<file path="src/assert_macros.svh">
// Assertion helpers shared by the RTL.
`ifndef ASSERT_MACROS_SVH
`define ASSERT_MACROS_SVH

`ifndef SYNTH

// Property must hold at every clock edge outside reset.
`define BMM_ASSERT(lbl, clk, rstn, prop, msg) \
  lbl: assert property (@(posedge clk) disable iff (!rstn) (prop)) else $error(msg);

// Expression must never be true outside reset.
`define BMM_NEVER(lbl, clk, rstn, expr, msg) \
  lbl: assert property (@(posedge clk) disable iff (!rstn) !(expr)) else $error(msg);

`else

`define BMM_ASSERT(lbl, clk, rstn, prop, msg)
`define BMM_NEVER(lbl, clk, rstn, expr, msg)

`endif

`endif

</file>
<file path="src/bmm_pkg.sv">
`default_nettype none

package bmm_pkg;

  // Matrix limits, fixed by the widths of the stream fields.
  localparam int MAX_LEFT  = 16;
  localparam int MAX_RIGHT = 16;

  localparam int ROW_W   = 16;                  // one adjacency row
  localparam int COL_W   = $clog2(MAX_RIGHT);   // right vertex index
  localparam int LIDX_W  = $clog2(MAX_LEFT);    // left row index
  localparam int CNT_W   = 5;                   // counts and 1-based vertex numbers
  localparam int OUT_W   = 16;                  // packed result word

  // One search frame: left vertex, next column to examine, chosen column.
  typedef struct packed {
    logic [CNT_W-1:0] left;
    logic [CNT_W-1:0] next;
    logic [COL_W-1:0] col;
  } frame_t;

  // Result of the candidate column search.
  typedef struct packed {
    logic             found;
    logic [COL_W-1:0] col;
  } scan_res_t;

endpackage

`default_nettype wire

</file>
<file path="src/bmm_scan.sv">
`default_nettype none

// Finds the lowest column at or above the start column that has an edge,
// is not yet visited and lies below the right count.
module bmm_scan import bmm_pkg::*; (
  input  wire logic [ROW_W-1:0] row,
  input  wire logic [ROW_W-1:0] visited,
  input  wire logic [CNT_W-1:0] start,
  input  wire logic [CNT_W-1:0] limit,
  output scan_res_t             res
);

  logic [ROW_W-1:0] cand;

  // Candidate mask, one bit per column.
  always_comb begin
    for (int i = 0; i < ROW_W; i++) begin
      cand[i] = row[i] && !visited[i] &&
                (CNT_W'(i) >= start) && (CNT_W'(i) < limit);
    end
  end

  // Lowest set bit wins.
  always_comb begin
    res.found = 1'b0;
    res.col   = '0;
    for (int i = ROW_W - 1; i >= 0; i--) begin
      if (cand[i]) begin
        res.found = 1'b1;
        res.col   = COL_W'(i);
      end
    end
  end

endmodule

`default_nettype wire

</file>
<file path="src/bmm_stack.sv">
`default_nettype none

// Depth-first search stack: one write port, one registered read port.
module bmm_stack import bmm_pkg::*; (
  input  wire logic              clk,
  input  wire logic              wr_en,
  input  wire logic [LIDX_W-1:0] wr_addr,
  input  wire frame_t            wr_data,
  input  wire logic [LIDX_W-1:0] rd_addr,
  output frame_t                 rd_data
);

  frame_t mem [MAX_LEFT];

  // Write frame on push.
  always_ff @(posedge clk) begin
    if (wr_en) begin
      mem[wr_addr] <= wr_data;
    end
  end

  // Read data is registered: it appears in the cycle after the address.
  always_ff @(posedge clk) begin
    rd_data <= mem[rd_addr];
  end

endmodule

`default_nettype wire

</file>
<file path="src/bipartite_max_matching_unit.sv">
// Loading stores one row per transfer; a row without the last mark returns nothing.
// Matching per left vertex: a set-up and a wrap-up step, a scan of the top frame, an extra
// pop step per pop of the stack, and a write-back of the stacked frames of a path.
// Results follow at one per cycle while out_tready is high; no row is taken meanwhile.
// Synchronous active-low reset: no rows loaded, right count 16, all unmatched.
`default_nettype none

`include "assert_macros.svh"

module bipartite_max_matching_unit import bmm_pkg::*; (
  input  wire logic             clk,
  input  wire logic             rst_n,
  // Configuration: right_count
  input  wire logic             cfg_we,
  input  wire logic [CNT_W-1:0] cfg_data,
  // Input rows
  input  wire logic             in_tvalid,
  output logic                  in_tready,
  input  wire logic [ROW_W-1:0] in_tdata,   // [15:0] row_bits
  input  wire logic             in_tlast,   // last_row
  // Results
  output logic                  out_tvalid,
  input  wire logic             out_tready,
  output logic [OUT_W-1:0]      out_tdata,  // [3:0] right_index, [8:4] matched_left,
                                            // [13:9] match_total, [15:14] zero
  output logic                  out_tlast   // last
);

  localparam logic [2:0] S_LOAD  = 3'd0;
  localparam logic [2:0] S_START = 3'd1;
  localparam logic [2:0] S_SCAN  = 3'd2;
  localparam logic [2:0] S_POPW  = 3'd3;
  localparam logic [2:0] S_WB    = 3'd4;
  localparam logic [2:0] S_NEXT  = 3'd5;
  localparam logic [2:0] S_OUT   = 3'd6;

  localparam logic [CNT_W-1:0] LEFT_MAX_C  = CNT_W'(MAX_LEFT);
  localparam logic [CNT_W-1:0] RIGHT_MAX_C = CNT_W'(MAX_RIGHT);

  logic [2:0]        state_r, state_nxt;
  logic [ROW_W-1:0]  adj_r [MAX_LEFT];
  logic [CNT_W-1:0]  partner_r [MAX_RIGHT];
  logic [CNT_W-1:0]  rows_loaded_r;
  logic [CNT_W-1:0]  cfg_rc_r;
  logic [CNT_W-1:0]  rc_r;
  logic [CNT_W-1:0]  left_total_r;
  logic [CNT_W-1:0]  u_r;
  logic [CNT_W-1:0]  cur_left_r;
  logic [CNT_W-1:0]  cur_next_r;
  logic [CNT_W-1:0]  depth_r;
  logic [ROW_W-1:0]  visited_r;
  logic [LIDX_W-1:0] wb_k_r;
  logic [CNT_W-1:0]  match_cnt_r;
  logic [COL_W-1:0]  oidx_r;

  logic              in_fire, out_fire, out_is_last;
  logic [CNT_W-1:0]  rc_sat, rows_after;
  logic [CNT_W-1:0]  left_m1, depth_m1, depth_m2;
  logic [LIDX_W-1:0] wb_k_m1;
  logic [ROW_W-1:0]  cur_row;
  logic [CNT_W-1:0]  cand_partner;
  scan_res_t         scan;
  logic              stk_we;
  logic [LIDX_W-1:0] stk_waddr, stk_raddr;
  frame_t            stk_wdata, stk_rdata;

  assign in_tready  = (state_r == S_LOAD);
  assign out_tvalid = (state_r == S_OUT);
  assign in_fire    = in_tvalid && in_tready;
  assign out_fire   = out_tvalid && out_tready;

  assign rc_sat     = (cfg_rc_r > RIGHT_MAX_C) ? RIGHT_MAX_C : cfg_rc_r;
  assign rows_after = (rows_loaded_r < LEFT_MAX_C) ? rows_loaded_r + CNT_W'(1) : rows_loaded_r;

  assign left_m1  = cur_left_r - CNT_W'(1);
  assign depth_m1 = depth_r - CNT_W'(1);
  assign depth_m2 = depth_r - CNT_W'(2);
  assign wb_k_m1  = wb_k_r - LIDX_W'(1);

  assign cur_row      = adj_r[left_m1[LIDX_W-1:0]];
  assign cand_partner = partner_r[scan.col];

  // Shared column search for the frame on top of the stack.
  bmm_scan u_scan (
    .row     (cur_row),
    .visited (visited_r),
    .start   (cur_next_r),
    .limit   (rc_r),
    .res     (scan)
  );

  // Stack port control: push on a matched candidate, read on pop or commit.
  always_comb begin
    stk_we    = (state_r == S_SCAN) && scan.found && (cand_partner != '0);
    stk_waddr = depth_m1[LIDX_W-1:0];
    stk_wdata.left = cur_left_r;
    stk_wdata.next = {1'b0, scan.col} + CNT_W'(1);
    stk_wdata.col  = scan.col;
    case (state_r)
      S_SCAN:  stk_raddr = depth_m2[LIDX_W-1:0];
      S_WB:    stk_raddr = wb_k_m1;
      default: stk_raddr = '0;
    endcase
  end

  bmm_stack u_stack (
    .clk     (clk),
    .wr_en   (stk_we),
    .wr_addr (stk_waddr),
    .wr_data (stk_wdata),
    .rd_addr (stk_raddr),
    .rd_data (stk_rdata)
  );

  // Sequencer next state.
  always_comb begin
    state_nxt = state_r;
    case (state_r)
      S_LOAD: begin
        if (in_fire && in_tlast) begin
          state_nxt = (rc_sat == '0) ? S_LOAD : S_START;
        end
      end
      S_START: state_nxt = S_SCAN;
      S_SCAN: begin
        if (!scan.found) begin
          state_nxt = (depth_r == CNT_W'(1)) ? S_NEXT : S_POPW;
        end else if (cand_partner == '0) begin
          state_nxt = (depth_r == CNT_W'(1)) ? S_NEXT : S_WB;
        end
      end
      S_POPW: state_nxt = S_SCAN;
      S_WB: begin
        if (wb_k_r == '0) begin
          state_nxt = S_NEXT;
        end
      end
      S_NEXT: state_nxt = (u_r == left_total_r) ? S_OUT : S_START;
      S_OUT: begin
        if (out_fire && out_is_last) begin
          state_nxt = S_LOAD;
        end
      end
      default: state_nxt = S_LOAD;
    endcase
  end

  // Adjacency rows are stored as they transfer.
  always_ff @(posedge clk) begin
    if (in_fire && (rows_loaded_r < LEFT_MAX_C)) begin
      adj_r[rows_loaded_r[LIDX_W-1:0]] <= in_tdata;
    end
  end

  // Sequencer registers.
  always_ff @(posedge clk) begin
    if (!rst_n) begin
      state_r       <= S_LOAD;
      rows_loaded_r <= '0;
      cfg_rc_r      <= RIGHT_MAX_C;
      rc_r          <= '0;
      visited_r     <= '0;
      depth_r       <= '0;
      match_cnt_r   <= '0;
      oidx_r        <= '0;
      for (int j = 0; j < MAX_RIGHT; j++) begin
        partner_r[j] <= '0;
      end
    end else begin
      state_r <= state_nxt;
      if (cfg_we) begin
        cfg_rc_r <= cfg_data;
      end
      case (state_r)
        S_LOAD: begin
          if (in_fire) begin
            if (in_tlast) begin
              rows_loaded_r <= '0;
              rc_r          <= rc_sat;
              left_total_r  <= rows_after;
              match_cnt_r   <= '0;
              u_r           <= CNT_W'(1);
              for (int j = 0; j < MAX_RIGHT; j++) begin
                partner_r[j] <= '0;
              end
            end else begin
              rows_loaded_r <= rows_after;
            end
          end
        end
        S_START: begin
          visited_r  <= '0;
          cur_left_r <= u_r;
          cur_next_r <= '0;
          depth_r    <= CNT_W'(1);
        end
        S_SCAN: begin
          if (!scan.found) begin
            // Backtrack to the frame below.
            depth_r <= depth_m1;
          end else begin
            visited_r[scan.col] <= 1'b1;
            if (cand_partner == '0) begin
              // Free column: the path is complete, commit the top frame now.
              partner_r[scan.col] <= cur_left_r;
              match_cnt_r         <= match_cnt_r + CNT_W'(1);
              wb_k_r              <= depth_m2[LIDX_W-1:0];
            end else begin
              // Descend into the left vertex that holds this column.
              cur_left_r <= cand_partner;
              cur_next_r <= '0;
              depth_r    <= depth_r + CNT_W'(1);
            end
          end
        end
        S_POPW: begin
          cur_left_r <= stk_rdata.left;
          cur_next_r <= stk_rdata.next;
        end
        S_WB: begin
          partner_r[stk_rdata.col] <= stk_rdata.left;
          if (wb_k_r != '0) begin
            wb_k_r <= wb_k_m1;
          end
        end
        S_NEXT: begin
          u_r    <= u_r + CNT_W'(1);
          oidx_r <= '0;
        end
        S_OUT: begin
          if (out_fire) begin
            oidx_r <= oidx_r + COL_W'(1);
          end
        end
        default: begin
        end
      endcase
    end
  end

  // Result word for the current right vertex.
  assign out_is_last = ({1'b0, oidx_r} + CNT_W'(1)) == rc_r;
  assign out_tlast   = out_is_last;
  assign out_tdata   = {2'b00,
                        (out_is_last ? match_cnt_r : CNT_W'(0)),
                        partner_r[oidx_r],
                        oidx_r};

  `BMM_NEVER(a_depth_bound, clk, rst_n, depth_r > LEFT_MAX_C, "search stack overflow")
  `BMM_NEVER(a_one_side, clk, rst_n, in_tready && out_tvalid, "input and output open together")
  `BMM_ASSERT(a_scan_depth, clk, rst_n, (state_r == S_SCAN) |-> (depth_r != '0), "scan on empty stack")
  `BMM_ASSERT(a_total_bound, clk, rst_n, (state_r == S_OUT) |-> (match_cnt_r <= rc_r), "match count above right count")
  `BMM_ASSERT(a_wb_next, clk, rst_n, ((state_r == S_WB) && (wb_k_r == '0)) |=> (state_r == S_NEXT), "commit does not finish")

endmodule

`default_nettype wire
</file>
<file path="config.mk">
export PLATFORM = sky130hd
export DESIGN_NAME = bipartite_max_matching_unit
export DESIGN_NICKNAME = d
export VERILOG_FILES = /design/src/bmm_pkg.sv /design/src/bmm_scan.sv /design/src/bmm_stack.sv /design/src/bipartite_max_matching_unit.sv
export VERILOG_INCLUDE_DIRS = /design/src /design/src/src
export SDC_FILE = /design/constraint.sdc
export NUM_CORES = 1
export LEC_CHECK = 0
export ABC_AREA = 1
export ABC_CLOCK_PERIOD_IN_PS = 7550
export BUFFER_PORTS_ARGS = -buffer_cell sky130_fd_sc_hd__buf_2
export CORE_ASPECT_RATIO = 0.5
export CORE_UTILIZATION = 33
export CTS_BUF_LIST = sky130_fd_sc_hd__clkbuf_4 sky130_fd_sc_hd__clkbuf_8
export CTS_CLUSTER_DIAMETER = 200
export DETAILED_ROUTE_END_ITERATION = 16
export GPL_ROUTABILITY_DRIVEN = 0
export PLACE_DENSITY_LB_ADDON = 0.12
export REMOVE_ABC_BUFFERS = 1
export SETUP_SLACK_MARGIN = 0.1
export SYNTH_ARGS = -nofsm -noshare
export SYNTH_HDL_FRONTEND = slang
export SYNTH_SLANG_ARGS = --single-unit
export TNS_END_PERCENT = 30
</file>
<file path="constraint.sdc">
create_clock -name clk -period 7.55 [get_ports clk]
set_clock_uncertainty 0.15 [all_clocks]
set_input_delay 0.755 -clock clk [delete_from_list [all_inputs] [get_ports clk]]
set_output_delay 0.755 -clock clk [all_outputs]
set_load 0.005 [all_outputs]
</file>
==> results.cfg <==
[layout]
fillers = 8423
synthToLayoutAreaGrowth_pct = 12.5
fin_cells = 3916
seqCellArea_sq_mm = 0.0189
final_area_sq_mm = 0.0321
nets = 2730
drive_gt1_frac = 0.122
multiInputGateArea_sq_mm = 0.00833

[detailed_routing]
drtIter0Drc = 1721
dr_total_vias = 20100
vias_per_cell = 5.13
wl_microns = 84300
routedWlPerCell_microns = 21.5
drc_errors = 0
dr.pass1.iters = 7
drtAntennaViolNets = 0

[global_route]
grt_pass1_wl_microns = 126000
antenna_found_initial = 0
grtUsageTotal = 0.193
grt_max_degree = 145
grt_overflow = 0
grt_pass1_vias = 19300

[clock_tree]
cts-htree-levels = 3
post_cts_buffers = 0
clockBufferDepth = 3
clk_latency_ns = 0.77
cts_tree = yes
cts_sinks = 650
cts-root-buf = clkbuf_8
cts-buffers-inserted = 97
cts.repair.resized = 0
clk_pin_slew_worst_paths_ns = 0.06

[pwr]
swShare = 0.380
p_int_uw = 6730
p_switching_uw = 4140
power_frac_comb = 0.317
power_frac_clock = 0.276
p_leak_uw = 0.0115
seqPwrFrac = 0.407
p_per_area_mw_per_mm2 = 339
max-vdd-ir-drop_v = 0.000155

[yosys]
synthTopCellsByCount = edfxtp_1 (584), nand2_1 (466), nor2_1 (317)
avgSynthCellArea_sq_um = 11.0
synth_top_flop_cell = edfxtp_1
syn_area_sq_mm = 0.0285
synth_largest_area_cell = edfxtp_1
synth_edf_count = 584
synth.most_common_cell = edfxtp_1
yosysSeqAreaShare = 0.661
ys_warn_count = 0
ys_ff_latch = 650
syn-instance-count = 2604
yosysTopAreaCellShare = 0.614
async_reset_ff_frac = 0
ys_types = 53
ys_top_cells_by_area = edfxtp_1 (61%), nand2_1 (6.1%), dfxtp_1 (4.6%)

[placed_design]
dp_cells = 3736
post-place-ws_ns = 0.832
dpl.hpwl_microns = 50200
portBuffers = 43
place_area_sq_mm = 0.0301

[worst_hold_path]
hp-class = in2reg

[floorplan]
die_w_microns = 418
start_util = 0.337
io_pins = 46
core_sq_mm = 0.0847
die_y_microns = 210
fp.dieArea_sq_mm = 0.0878
core.rowCount = 75

[timing]
max_freq_mhz = 148
fin_crit_ns = 6.74
maxSlewHeadroom = 0.338
hold_viol_final = 0
worst_pin_slew_ns = 0.989
rsz0062_at_grt = no
slew_violations = 0
period_share = 0.893
setup_ws_ns = 0.806
finalSetupViolCount = 0

[critical_path]
crit_path_max_fanout = 44
worstPathArrival_ns = 7.04
critPathMaxStageDelay_ns = 0.72
end_kind = flop
startpoint_type = flop
crit_type = reg2reg
slowest_stage = edfxtp_1
crit_path_frequent_cell = nand2_1
required_ns = 7.85

[flow_run]
maxCapViolCount = 0

[run_status]
status = complete, no violations
[cells in the final DEF, fill, tap and decap left out, types with 10 or more instances in the layout]
cell,n
clkbuf_4,36
nand4_1,16
a221oi_1,10
edfxtp_1,584
nand3_1,204
ha_1,21
nand4_4,10
nor2_2,20
nor3_1,10
o211ai_1,36
clkinv_1,23
o221ai_1,42
a21oi_1,148
xor2_1,14
inv_1,163
buf_2,43
nand2_1,465
a22oi_1,26
o22ai_1,36
dfxtp_1,65
nor2_1,304
buf_4,74
clkbuf_8,109
o21ai_0,193
[critical path: cells and delay by family (launching register included)]
family          cells  cell delay [ns]
flops               1             0.72
buf+inv             3             1.13
simple gates       19             3.35
fa+ha+maj           1             0.42
compound gates      3             0.55
[through the flow]
stage | total power, uW | hold WS [ns] | setup TNS [ns] | utilization
floorplan | 6530 | 0.280 | -1258.58 | -
global route | 11500 | 0.0611 | 0 | 0.379
detailed placement | 7940 | 0.314 | 0 | 0.355
global placement | 7960 | 0.308 | 0 | 0.355
finish | 10900 | 0.0836 | 0 | 0.379
CTS | 11000 | 0.00456 | 0 | 0.379
[worst paths after layout]
check                           slack, ns              end           from  cells after the start
worst min register to register       0.32    visited_r[12]  visited_r[12]                      2
worst min-delay path                 0.08      cfg_rc_r[0]    cfg_data[0]                      3
worst max register to register       0.81  partner_r[9][3]  cur_left_r[1]                     26
worst max-delay path                 0.81  partner_r[9][3]  cur_left_r[1]                     26
[final cells by class]
class | count | area share
Clock buffer | 145 | 0.0551
Multi-Input combinational cell | 1638 | 0.259
Tap cell | 1155 | 0.0450
Antenna cell | 1 | 0.0000779
Sequential cell | 650 | 0.587
Timing Repair Buffer | 120 | 0.0256
Clock inverter | 33 | 0.00698
Inverter | 174 | 0.0205
[power by group through the flow]
stage	Clock (uW)	Combinational, uW	Sequential, uW
2_1_floorplan	0	2070	4460
3_3_place_gp	0	3470	4490
6_report	3000	3450	4420
3_5_place_dp	0	3450	4490
4_1_cts	3090	3470	4420
5_1_grt	3230	3820	4440
[cells by family (layout without fill, tap and decap cells)]
group,after synthesis,in the layout,synth area share
muxes,5,5,0.00175
buffers and inverters,317,472,0.0505
adders and majority gates,22,22,0.00964
and+or+nand+nor,1055,1055,0.159
other,1,3,0.000131
AOI/OAI and AO/OA,533,533,0.112
xor gates and xnor gates,21,21,0.00644
DFF,650,650,0.661
[per-layer routing]
| layer | wire, microns | global-route usage | vias to the layer above |
|---|---|---|---|
| met4 | 1480 | 0.0517 | 0 |
| met3 | 4230 | 0.0328 | 119 |
| met5 | 0 | 0 | - |
| met2 | 38100 | 0.299 | 526 |
| met1 | 40400 | 0.279 | 10000 |
| li1 | - | - | 9444 |
[state kept, by name, indices dropped and copies added, names as in the netlist, 14 cells and up, named ones only]
name and count:
adj_r 256, u_stack.mem 224, partner_r 80, visited_r 16, u_stack.rd_data 14
[what timing repair did]
item	in CTS	in global routing
hold buffers	1	0
setup endpoints to repair	0	0
endpoints found under the hold margin	1	0
Note: power is estimated with default switching activity, not from simulation.
